==> src/hw/rtl/lvfr_pkg.sv <==
// ----------------------------------------------------------------------------
// lvfr_pkg
// Shared constants and types for the least-voted frame replacement block:
// default sizes, vote counter width, register map and the cell control word.
// ----------------------------------------------------------------------------
package lvfr_pkg;

  // Default sizes, handed to the top level parameters
  localparam int unsigned FRAMES_DEF  = 16;
  localparam int unsigned ID_BITS_DEF = 7;

  // Vote counter
  localparam int unsigned          VOTE_W   = 16;
  localparam logic [VOTE_W-1:0]    VOTE_MAX = 16'hFFFF;
  localparam logic [VOTE_W-1:0]    VOTE_ONE = 16'd1;

  // Configuration register map (word index = paddr[2])
  localparam int unsigned          CFG_W             = 5;
  localparam logic                 REG_FRAMES_IN_USE = 1'b0;
  localparam logic [CFG_W-1:0]     FIU_RESET         = 5'd16;

  // Per-cell control: shift takes the neighbour's word, load takes the push word
  typedef struct packed {
    logic shift;
    logic load;
  } cell_ctrl_t;

endpackage

==> src/hw/rtl/lvfr_cell.sv <==
// ----------------------------------------------------------------------------
// lvfr_cell
// One frame slot of the chain: holds an id and its vote count, takes the word
// of its upper neighbour on a shift, or the broadcast push word on a load.
// ----------------------------------------------------------------------------
module lvfr_cell #(
  parameter int unsigned ID_BITS = lvfr_pkg::ID_BITS_DEF
) (
  input  logic                        clk_i,
  input  lvfr_pkg::cell_ctrl_t        ctrl_i,
  input  logic [ID_BITS-1:0]          nb_id_i,
  input  logic [lvfr_pkg::VOTE_W-1:0] nb_votes_i,
  input  logic [ID_BITS-1:0]          push_id_i,
  input  logic [lvfr_pkg::VOTE_W-1:0] push_votes_i,
  output logic [ID_BITS-1:0]          id_o,
  output logic [lvfr_pkg::VOTE_W-1:0] votes_o
);
  import lvfr_pkg::*;

  logic [ID_BITS-1:0] id_q;
  logic [VOTE_W-1:0]  votes_q;

  // Slot contents: payload only, no reset
  always_ff @(posedge clk_i) begin
    if (ctrl_i.load) begin
      id_q    <= push_id_i;
      votes_q <= push_votes_i;
    end else if (ctrl_i.shift) begin
      id_q    <= nb_id_i;
      votes_q <= nb_votes_i;
    end
  end

  assign id_o    = id_q;
  assign votes_o = votes_q;

endmodule

==> src/hw/rtl/least_voted_frame_replacement_top.sv <==
// ----------------------------------------------------------------------------
// least_voted_frame_replacement_top
// LFU frame replacement with least-recent tie-break, built as a chain of
// frame cells that rotates one word per cycle past a scan/compare unit.
//
//  channel   | handshake                  | payload
//  ----------+----------------------------+------------------------------------
//  vote in   | in_valid_i / in_ready_o    | candidate_id_i
//  result    | out_valid_o / out_ready_i  | was_held_o, evict_valid_o,
//            |                            | evicted_id_o, vote_total_o,
//            |                            | frames_used_o
//  config    | psel/penable/pwrite/pready | paddr, pwdata, prdata
//
// A vote rotates the chain past the scan unit one frame per cycle, once to find
// a hit and the least-voted frame; when no frame is free and the id is not held,
// it rotates once more to remove the victim.
// Reset clears the occupancy count but not the frame cells; they need no clearing pass.
// A stalled result waits in the output register; the next vote is taken and
// processed meanwhile and waits at its end until the register is free.
// ----------------------------------------------------------------------------
module least_voted_frame_replacement_top #(
  parameter int unsigned FRAMES  = lvfr_pkg::FRAMES_DEF,
  parameter int unsigned ID_BITS = lvfr_pkg::ID_BITS_DEF
) (
  input  logic                          clk_i,
  input  logic                          rst_ni,
  // vote input
  input  logic                          in_valid_i,
  output logic                          in_ready_o,
  input  logic [ID_BITS-1:0]            candidate_id_i,
  // result output
  output logic                          out_valid_o,
  input  logic                          out_ready_i,
  output logic                          was_held_o,
  output logic                          evict_valid_o,
  output logic [ID_BITS-1:0]            evicted_id_o,
  output logic [lvfr_pkg::VOTE_W-1:0]   vote_total_o,
  output logic [$clog2(FRAMES+1)-1:0]   frames_used_o,
  // configuration
  input  logic                          psel,
  input  logic                          penable,
  input  logic                          pwrite,
  input  logic [2:0]                    paddr,
  input  logic [31:0]                   pwdata,
  output logic [31:0]                   prdata,
  output logic                          pready
);
  import lvfr_pkg::*;

  localparam int unsigned CNT_W = $clog2(FRAMES + 1);
  localparam int unsigned IDX_W = (FRAMES > 1) ? $clog2(FRAMES) : 1;

  // Sequencer states
  localparam logic [2:0] ST_IDLE   = 3'd0;
  localparam logic [2:0] ST_SCAN   = 3'd1;
  localparam logic [2:0] ST_PURGE  = 3'd2;
  localparam logic [2:0] ST_APPEND = 3'd3;
  localparam logic [2:0] ST_FIN    = 3'd4;

  logic [2:0]         state_q;
  logic [ID_BITS-1:0] cand_q;
  logic [CNT_W-1:0]   cnt_q;       // occupied frames
  logic [CNT_W-1:0]   tot_q;       // words to rotate in this pass
  logic [CNT_W-1:0]   k_q;         // words popped so far in this pass
  logic               found_q;
  logic [VOTE_W-1:0]  hit_votes_q;
  logic [IDX_W-1:0]   best_q;
  logic [VOTE_W-1:0]  best_v_q;
  logic               have_best_q;
  logic               evict_q;
  logic [ID_BITS-1:0] gone_q;
  logic [CFG_W-1:0]   fiu_q;

  logic               out_valid_q;
  logic               was_held_q;
  logic               evict_out_q;
  logic [ID_BITS-1:0] evicted_id_q;
  logic [VOTE_W-1:0]  total_q;
  logic [CNT_W-1:0]   used_q;

  // Chain wiring
  logic [ID_BITS-1:0] cell_id  [FRAMES];
  logic [VOTE_W-1:0]  cell_v   [FRAMES];
  logic [ID_BITS-1:0] nb_id    [FRAMES];
  logic [VOTE_W-1:0]  nb_v     [FRAMES];
  cell_ctrl_t         cell_ctrl[FRAMES];

  logic [ID_BITS-1:0] head_id;
  logic [VOTE_W-1:0]  head_v;
  logic [CNT_W-1:0]   lim;
  logic               room;
  logic               pop;
  logic               match;
  logic               drop;
  logic               load_any;
  logic [CNT_W-1:0]   cnt_m1;
  logic [IDX_W-1:0]   tail;
  logic [ID_BITS-1:0] push_id;
  logic [VOTE_W-1:0]  push_v;
  logic [VOTE_W-1:0]  new_v;
  logic               cfg_wr;
  logic               out_load;

  // Effective slot limit: 0 acts as 1, above FRAMES acts as FRAMES
  always_comb begin
    if (fiu_q == '0) begin
      lim = CNT_W'(1);
    end else if (32'(fiu_q) > FRAMES) begin
      lim = CNT_W'(FRAMES);
    end else begin
      lim = CNT_W'(fiu_q);
    end
  end
  assign room = (cnt_q < lim);

  // Head of the chain feeds the scan unit
  assign head_id = cell_id[0];
  assign head_v  = cell_v[0];

  // Pop/push decisions for the rotation
  assign pop    = ((state_q == ST_SCAN) || (state_q == ST_PURGE)) && (k_q != tot_q);
  assign match  = (state_q == ST_SCAN) && !found_q && (head_id == cand_q);
  assign drop   = pop && (match ||
                  ((state_q == ST_PURGE) && (k_q[IDX_W-1:0] == best_q)));
  assign cnt_m1 = cnt_q - CNT_W'(1);

  // New count for the voted id, saturating
  assign new_v = !found_q ? VOTE_ONE :
                 (hit_votes_q == VOTE_MAX) ? VOTE_MAX : hit_votes_q + VOTE_ONE;

  // Push word goes back in at the tail, or the voted id is appended
  assign load_any = (pop && !drop) || (state_q == ST_APPEND);
  assign tail     = (state_q == ST_APPEND) ? cnt_q[IDX_W-1:0] : cnt_m1[IDX_W-1:0];
  assign push_id  = (state_q == ST_APPEND) ? cand_q : head_id;
  assign push_v   = (state_q == ST_APPEND) ? new_v : head_v;

  // Frame cells
  for (genvar i = 0; i < FRAMES; i++) begin : g_cell
    if (i == FRAMES - 1) begin : g_last
      assign nb_id[i] = cell_id[i];
      assign nb_v[i]  = cell_v[i];
    end else begin : g_mid
      assign nb_id[i] = cell_id[i+1];
      assign nb_v[i]  = cell_v[i+1];
    end
    assign cell_ctrl[i].shift = pop;
    assign cell_ctrl[i].load  = load_any && (tail == IDX_W'(i));

    lvfr_cell #(
      .ID_BITS(ID_BITS)
    ) u_cell (
      .clk_i       (clk_i),
      .ctrl_i      (cell_ctrl[i]),
      .nb_id_i     (nb_id[i]),
      .nb_votes_i  (nb_v[i]),
      .push_id_i   (push_id),
      .push_votes_i(push_v),
      .id_o        (cell_id[i]),
      .votes_o     (cell_v[i])
    );
  end

  // Sequencer and scan unit
  always_ff @(posedge clk_i or negedge rst_ni) begin
    if (!rst_ni) begin
      state_q     <= ST_IDLE;
      cnt_q       <= '0;
      tot_q       <= '0;
      k_q         <= '0;
      found_q     <= 1'b0;
      have_best_q <= 1'b0;
      evict_q     <= 1'b0;
    end else begin
      case (state_q)
        ST_IDLE: begin
          if (in_valid_i) begin
            state_q     <= ST_SCAN;
            tot_q       <= cnt_q;
            k_q         <= '0;
            found_q     <= 1'b0;
            have_best_q <= 1'b0;
            evict_q     <= 1'b0;
          end
        end
        ST_SCAN: begin
          if (!pop) begin
            if (found_q || room) begin
              state_q <= ST_APPEND;
            end else begin
              state_q <= ST_PURGE;
              tot_q   <= cnt_q;
              k_q     <= '0;
            end
          end else begin
            k_q <= k_q + CNT_W'(1);
            if (match) begin
              found_q <= 1'b1;
              cnt_q   <= cnt_m1;
            end else if (!have_best_q || (head_v < best_v_q)) begin
              have_best_q <= 1'b1;
            end
          end
        end
        ST_PURGE: begin
          if (!pop) begin
            state_q <= ST_APPEND;
          end else begin
            k_q <= k_q + CNT_W'(1);
            if (drop) begin
              evict_q <= 1'b1;
              cnt_q   <= cnt_m1;
            end
          end
        end
        ST_APPEND: begin
          cnt_q   <= cnt_q + CNT_W'(1);
          state_q <= ST_FIN;
        end
        ST_FIN: begin
          if (out_load) begin
            state_q <= ST_IDLE;
          end
        end
        default: begin
          state_q <= ST_IDLE;
        end
      endcase
    end
  end

  // Scan payload: candidate, hit count, least-voted frame, victim id
  always_ff @(posedge clk_i) begin
    if ((state_q == ST_IDLE) && in_valid_i) begin
      cand_q <= candidate_id_i;
      gone_q <= '0;
    end
    if (match && pop) begin
      hit_votes_q <= head_v;
    end
    if ((state_q == ST_SCAN) && pop && !match && (!have_best_q || (head_v < best_v_q))) begin
      best_q   <= k_q[IDX_W-1:0];
      best_v_q <= head_v;
    end
    if ((state_q == ST_PURGE) && drop) begin
      gone_q <= head_id;
    end
  end

  // Output register
  assign out_load = (state_q == ST_FIN) && (!out_valid_q || out_ready_i);

  always_ff @(posedge clk_i or negedge rst_ni) begin
    if (!rst_ni) begin
      out_valid_q <= 1'b0;
    end else if (out_load) begin
      out_valid_q <= 1'b1;
    end else if (out_ready_i) begin
      out_valid_q <= 1'b0;
    end
  end

  always_ff @(posedge clk_i) begin
    if (out_load) begin
      was_held_q   <= found_q;
      evict_out_q  <= evict_q;
      evicted_id_q <= gone_q;
      total_q      <= new_v;
      used_q       <= cnt_q;
    end
  end

  assign in_ready_o    = (state_q == ST_IDLE);
  assign out_valid_o   = out_valid_q;
  assign was_held_o    = was_held_q;
  assign evict_valid_o = evict_out_q;
  assign evicted_id_o  = evicted_id_q;
  assign vote_total_o  = total_q;
  assign frames_used_o = used_q;

  // Configuration port
  assign cfg_wr = psel && penable && pwrite && pready;
  assign pready = 1'b1;

  always_ff @(posedge clk_i or negedge rst_ni) begin
    if (!rst_ni) begin
      fiu_q <= FIU_RESET;
    end else if (cfg_wr && (paddr[2] == REG_FRAMES_IN_USE)) begin
      fiu_q <= pwdata[CFG_W-1:0];
    end
  end

  assign prdata = (paddr[2] == REG_FRAMES_IN_USE) ? {{(32-CFG_W){1'b0}}, fiu_q} : '0;

  // Checks
  a_cnt_bound: assert property (@(posedge clk_i) disable iff (!rst_ni)
    cnt_q <= CNT_W'(FRAMES))
    else $error("occupancy beyond frame count");

  a_evict_miss: assert property (@(posedge clk_i) disable iff (!rst_ni)
    (out_valid_o && evict_valid_o) |-> (!was_held_o && (vote_total_o == VOTE_ONE)))
    else $error("eviction on a held id or with a non-fresh count");

  a_used_nonzero: assert property (@(posedge clk_i) disable iff (!rst_ni)
    out_valid_o |-> (frames_used_o != '0))
    else $error("result reports no occupied frame");

  a_evict_keeps: assert property (@(posedge clk_i) disable iff (!rst_ni)
    ((state_q == ST_PURGE) && !pop) |-> (evict_q && (cnt_q == cnt_m1 + CNT_W'(1))))
    else $error("purge pass ended without removing a frame");

endmodule
==> config.mk <==
export PLATFORM = sky130hd
export DESIGN_NAME = least_voted_frame_replacement_top
export DESIGN_NICKNAME = d
export VERILOG_FILES = /design/src/hw/rtl/lvfr_pkg.sv /design/src/hw/rtl/lvfr_cell.sv /design/src/hw/rtl/least_voted_frame_replacement_top.sv
export SDC_FILE = /design/constraint.sdc
export NUM_CORES = 1
export LEC_CHECK = 0
export BUFFER_PORTS_ARGS = -buffer_cell sky130_fd_sc_hd__buf_4
export CAP_MARGIN = 20
export CORE_ASPECT_RATIO = 0.6
export CORE_MARGIN = 2
export CORE_UTILIZATION = 25
export CTS_BUF_LIST = sky130_fd_sc_hd__clkbuf_4 sky130_fd_sc_hd__clkbuf_8
export CTS_CLUSTER_DIAMETER = 200
export DETAILED_ROUTE_END_ITERATION = 10
export SLEW_MARGIN = 20
export SYNTH_ARGS = -nofsm -noshare
export SYNTH_HDL_FRONTEND = slang
export SYNTH_HIERARCHICAL = 1
export SYNTH_SLANG_ARGS = --single-unit
==> constraint.sdc <==
create_clock -name clk_i -period 4.4 [get_ports clk_i]
set_input_delay 0.66 -clock clk_i [delete_from_list [all_inputs] [get_ports clk_i]]
set_output_delay 0.66 -clock clk_i [all_outputs]
set_load 0.1 [all_outputs]
==> flow_metrics.py <==
metrics = {
    "setup_path": {
        "max_stage_delay_ns": 0.69,
        "worstSetupPathType": "register to register",
        "cp_max_fo": 21,
        "r2r_end": "g_cell[13].u_cell/votes_o[15]",
        "rr_startpoint": "state_q[1]",
        "critical_path.startpoint": "state_q[1]",
        "path_cells": "nand3b_1, o21ai_1, nand2b_1, nor2_2, buf_4, mux2_2",
        "cp-end-kind": "register",
        "critical-path-top-delay-family": "simple AND/OR/NAND/NOR gates",
        "r2r_slack_ns": 0.81,
        "arrival_ns": 3.99,
        "required_ns": 4.80,
        "start_kind": "register",
        "cpMaxStageDelayCell": "o21ai_1",
        "path_buf_inv": 1,
        "crit_cells": 6,
        "cp-endpoint": "g_cell[13].u_cell/votes_o[15]",
        "r2r_cells": 6,
    },
    "grt": {
        "antenna_found_initial": 1,
        "grt_max_degree": 31,
        "grt_pass1_vias": 11240,
        "overflow": 0,
        "track_usage": 0.09185,
        "grt_first_pass_wirelength_mm": 68.06,
    },
    "placed_design": {
        "place.gp.congestion": 0.7587,
        "dp_hpwl_mm": 29.61,
        "pre_cts_ws_ns": 0.7262,
        "numPlacedInstances": 2542,
        "io_buffers": 56,
    },
    "synth": {
        "async_flop_share": 0.05684,
        "synth_compound_area_frac": 0.01831,
        "synth.yosys.warnings": 6,
        "synth_seq_cells": 475,
        "synth_simple_gate_area_frac": 0.04023,
        "yosys.area.top_type_share": 0.5877,
        "yosysTopAreaCell": "edfxtp_1",
        "synth_edf_count": 448,
        "synth-seq-area-share": 0.6173,
        "synthAdderAreaFrac": 0.01367,
        "synth_cell_types": 56,
        "netlist_area_um2": 22890,
        "synthXorXnorAreaFrac": 0.01301,
        "syn-instance-count": 1296,
        "ys.flop_type": "edfxtp_1",
        "yosys-top-cells-area": "edfxtp_1, mux2_4, mux2_2",
        "avgSynthCellArea_um2": 17.66,
        "synthMuxAreaShare": 0.2444,
        "synth_top_family_by_area": "multiplexers",
    },
    "sta": {
        "rsz0062_at_grt": "no",
        "tightest_slew_ns": 0.9735,
        "period_share": 0.8160,
        "slew_violations": 0,
        "slew-limit-headroom": 0.3466,
        "period_needed_ns": 3.590,
        "setup_tns_ns": 0,
        "fin_ws_ns": 0.8096,
        "final-hold-violation-count": 0,
        "setup_viol": 0,
        "skew_ns": 0.02249,
        "clock.fmax_mhz": 278.5,
    },
    "die": {
        "dieArea_um2": 94070,
        "die_h_um": 238.4,
        "initial_utilization": 0.2538,
        "pin_count": 114,
        "die_width_um": 394.6,
        "rows": 85,
        "core_um2": 90190,
    },
    "clock_tree": {
        "htreeDepth": 3,
        "cts_buffer_depth": 3,
        "worstSkewPairLatency_ns": 0.66,
        "cts_buffers": 68,
        "clockRootBuffer": "clkbuf_8",
        "cts_tree": "built",
        "cts.sinks": 475,
        "clk_pin_slew_worst_paths_ns": 0.07,
        "post_cts_buffers": 0,
    },
    "routing": {
        "wire_per_inst_um": 16.35,
        "ant_nets": 0,
        "drtIter0Drc": 743,
        "dr.pass1.iters": 5,
        "vias": 11180,
        "wl_mm": 43.55,
        "drt-vias-per-instance": 4.196,
        "drc": 0,
    },
    "cells_and_area": {
        "final_cell_mix": "edfxtp_1, mux2_4, buf_4",
        "fin_nets": 1469,
        "area_growth_pct": 11.47,
        "layout.cells.non_filler": 2664,
        "final_common_cell": "edfxtp_1",
        "drive_above_1_share": 0.4284,
    },
    "run": {
        "max_cap_violations": 0,
    },
    "hold_path": {
        "hold_path.class": "input port to register",
    },
    "outcome": {
        "status": "finished clean",
    },
}
-- cell usage after synthesis (4+ instances only) --
master    number
a211oi_1       7
a21o_1         8
a21oi_1       20
and2_1         7
and3_1         6
buf_12        32
buf_4         28
buf_6         18
clkbuf_1       8
dfrtp_1       26
edfxtp_1     448
ha_1          25
inv_1         27
mux2_2        87
mux2_4       304
mux2i_1        5
nand2_1       53
nand2b_1       5
nand3_1        7
nand4_1       12
nor2_1        41
nor2b_1        4
nor3_1        10
o21ai_0       12
or2_1         17
xnor2_1       25
xor2_1         9
-- logic make-up after synthesis --
logic type,Yosys count
flip-flops,475
other,2
buffers and inverters,118
AND/OR/NAND/NOR,180
XOR/XNOR,34
adder cells (fa/ha/maj),25
AO/OA/AOI/OAI,66
multiplexers,396
-- cell type report --
type | count | area [um2]
diodes | 1 | 2.502
clock inverters | 34 | 242.7
inverters | 28 | 105.1
well taps | 1218 | 1524
multi-input cells | 729 | 7709
clock buffers | 86 | 1077
fillers | 9068 | 64670
repair buffers | 93 | 725.7
flip-flops and latches | 475 | 14130
-- layer usage --
layer	global-route usage	vias up	routed length, um
met5	0	-	0
met4	0.02776	0	800
met3	0.02458	69	2324
met2	0.1200	224	16760
met1	0.1435	5834	23660
li1	-	5051	-
-- metrics by stage --
step / utilization / instance area (um2) / hold WS (ns)
floorplan: - / 22990 / 0.3644
global placement: 0.2681 / 24180 / 0.4122
detailed placement: 0.2681 / 24180 / 0.4080
CTS: 0.2829 / 25510 / 0.1133
global route: 0.2829 / 25520 / 0.1230
finish: 0.2829 / 25520 / 0.1878
-- how the worst min path moves through the flow --
stage                                 start         endpoint  depth (start not counted)
after floorplan                      rst_ni         cnt_q[0]                          0
after detailed placement          gone_q[5]  evicted_id_o[5]                          0
final                     candidate_id_i[0]        cand_q[0]                          1
after CTS                 candidate_id_i[0]        cand_q[0]                          1
after global placement            gone_q[3]  evicted_id_o[3]                          0
after global routing      candidate_id_i[0]        cand_q[0]                          1
-- registers in the layout, indices dropped and copies added (netlist names) --
signal and count:
cnt_q 5, g_cell.u_cell/votes_o 256, evicted_id_o 7, evict_q 1, k_q 5, was_held_o 1, best_v_q 16, cand_q 7
frames_used_o 5, have_best_q 1, state_q 3, hit_votes_q 16, evict_valid_o 1, g_cell.u_cell/id_o 112, gone_q 7, fiu_q 5
tot_q 5, best_q 4, found_q 1, out_valid_o 1, vote_total_o 16
-- repair_timing --
item | 4_1_cts | 5_1_grt
resized for setup | 0 | 0
hold buffers | 1 | 0
endpoints found under the hold margin | 26 | 0
Power is left out: the tool's default activity adds up to more than one toggle a clock period on the data nets, which glitch-free logic cannot reach.
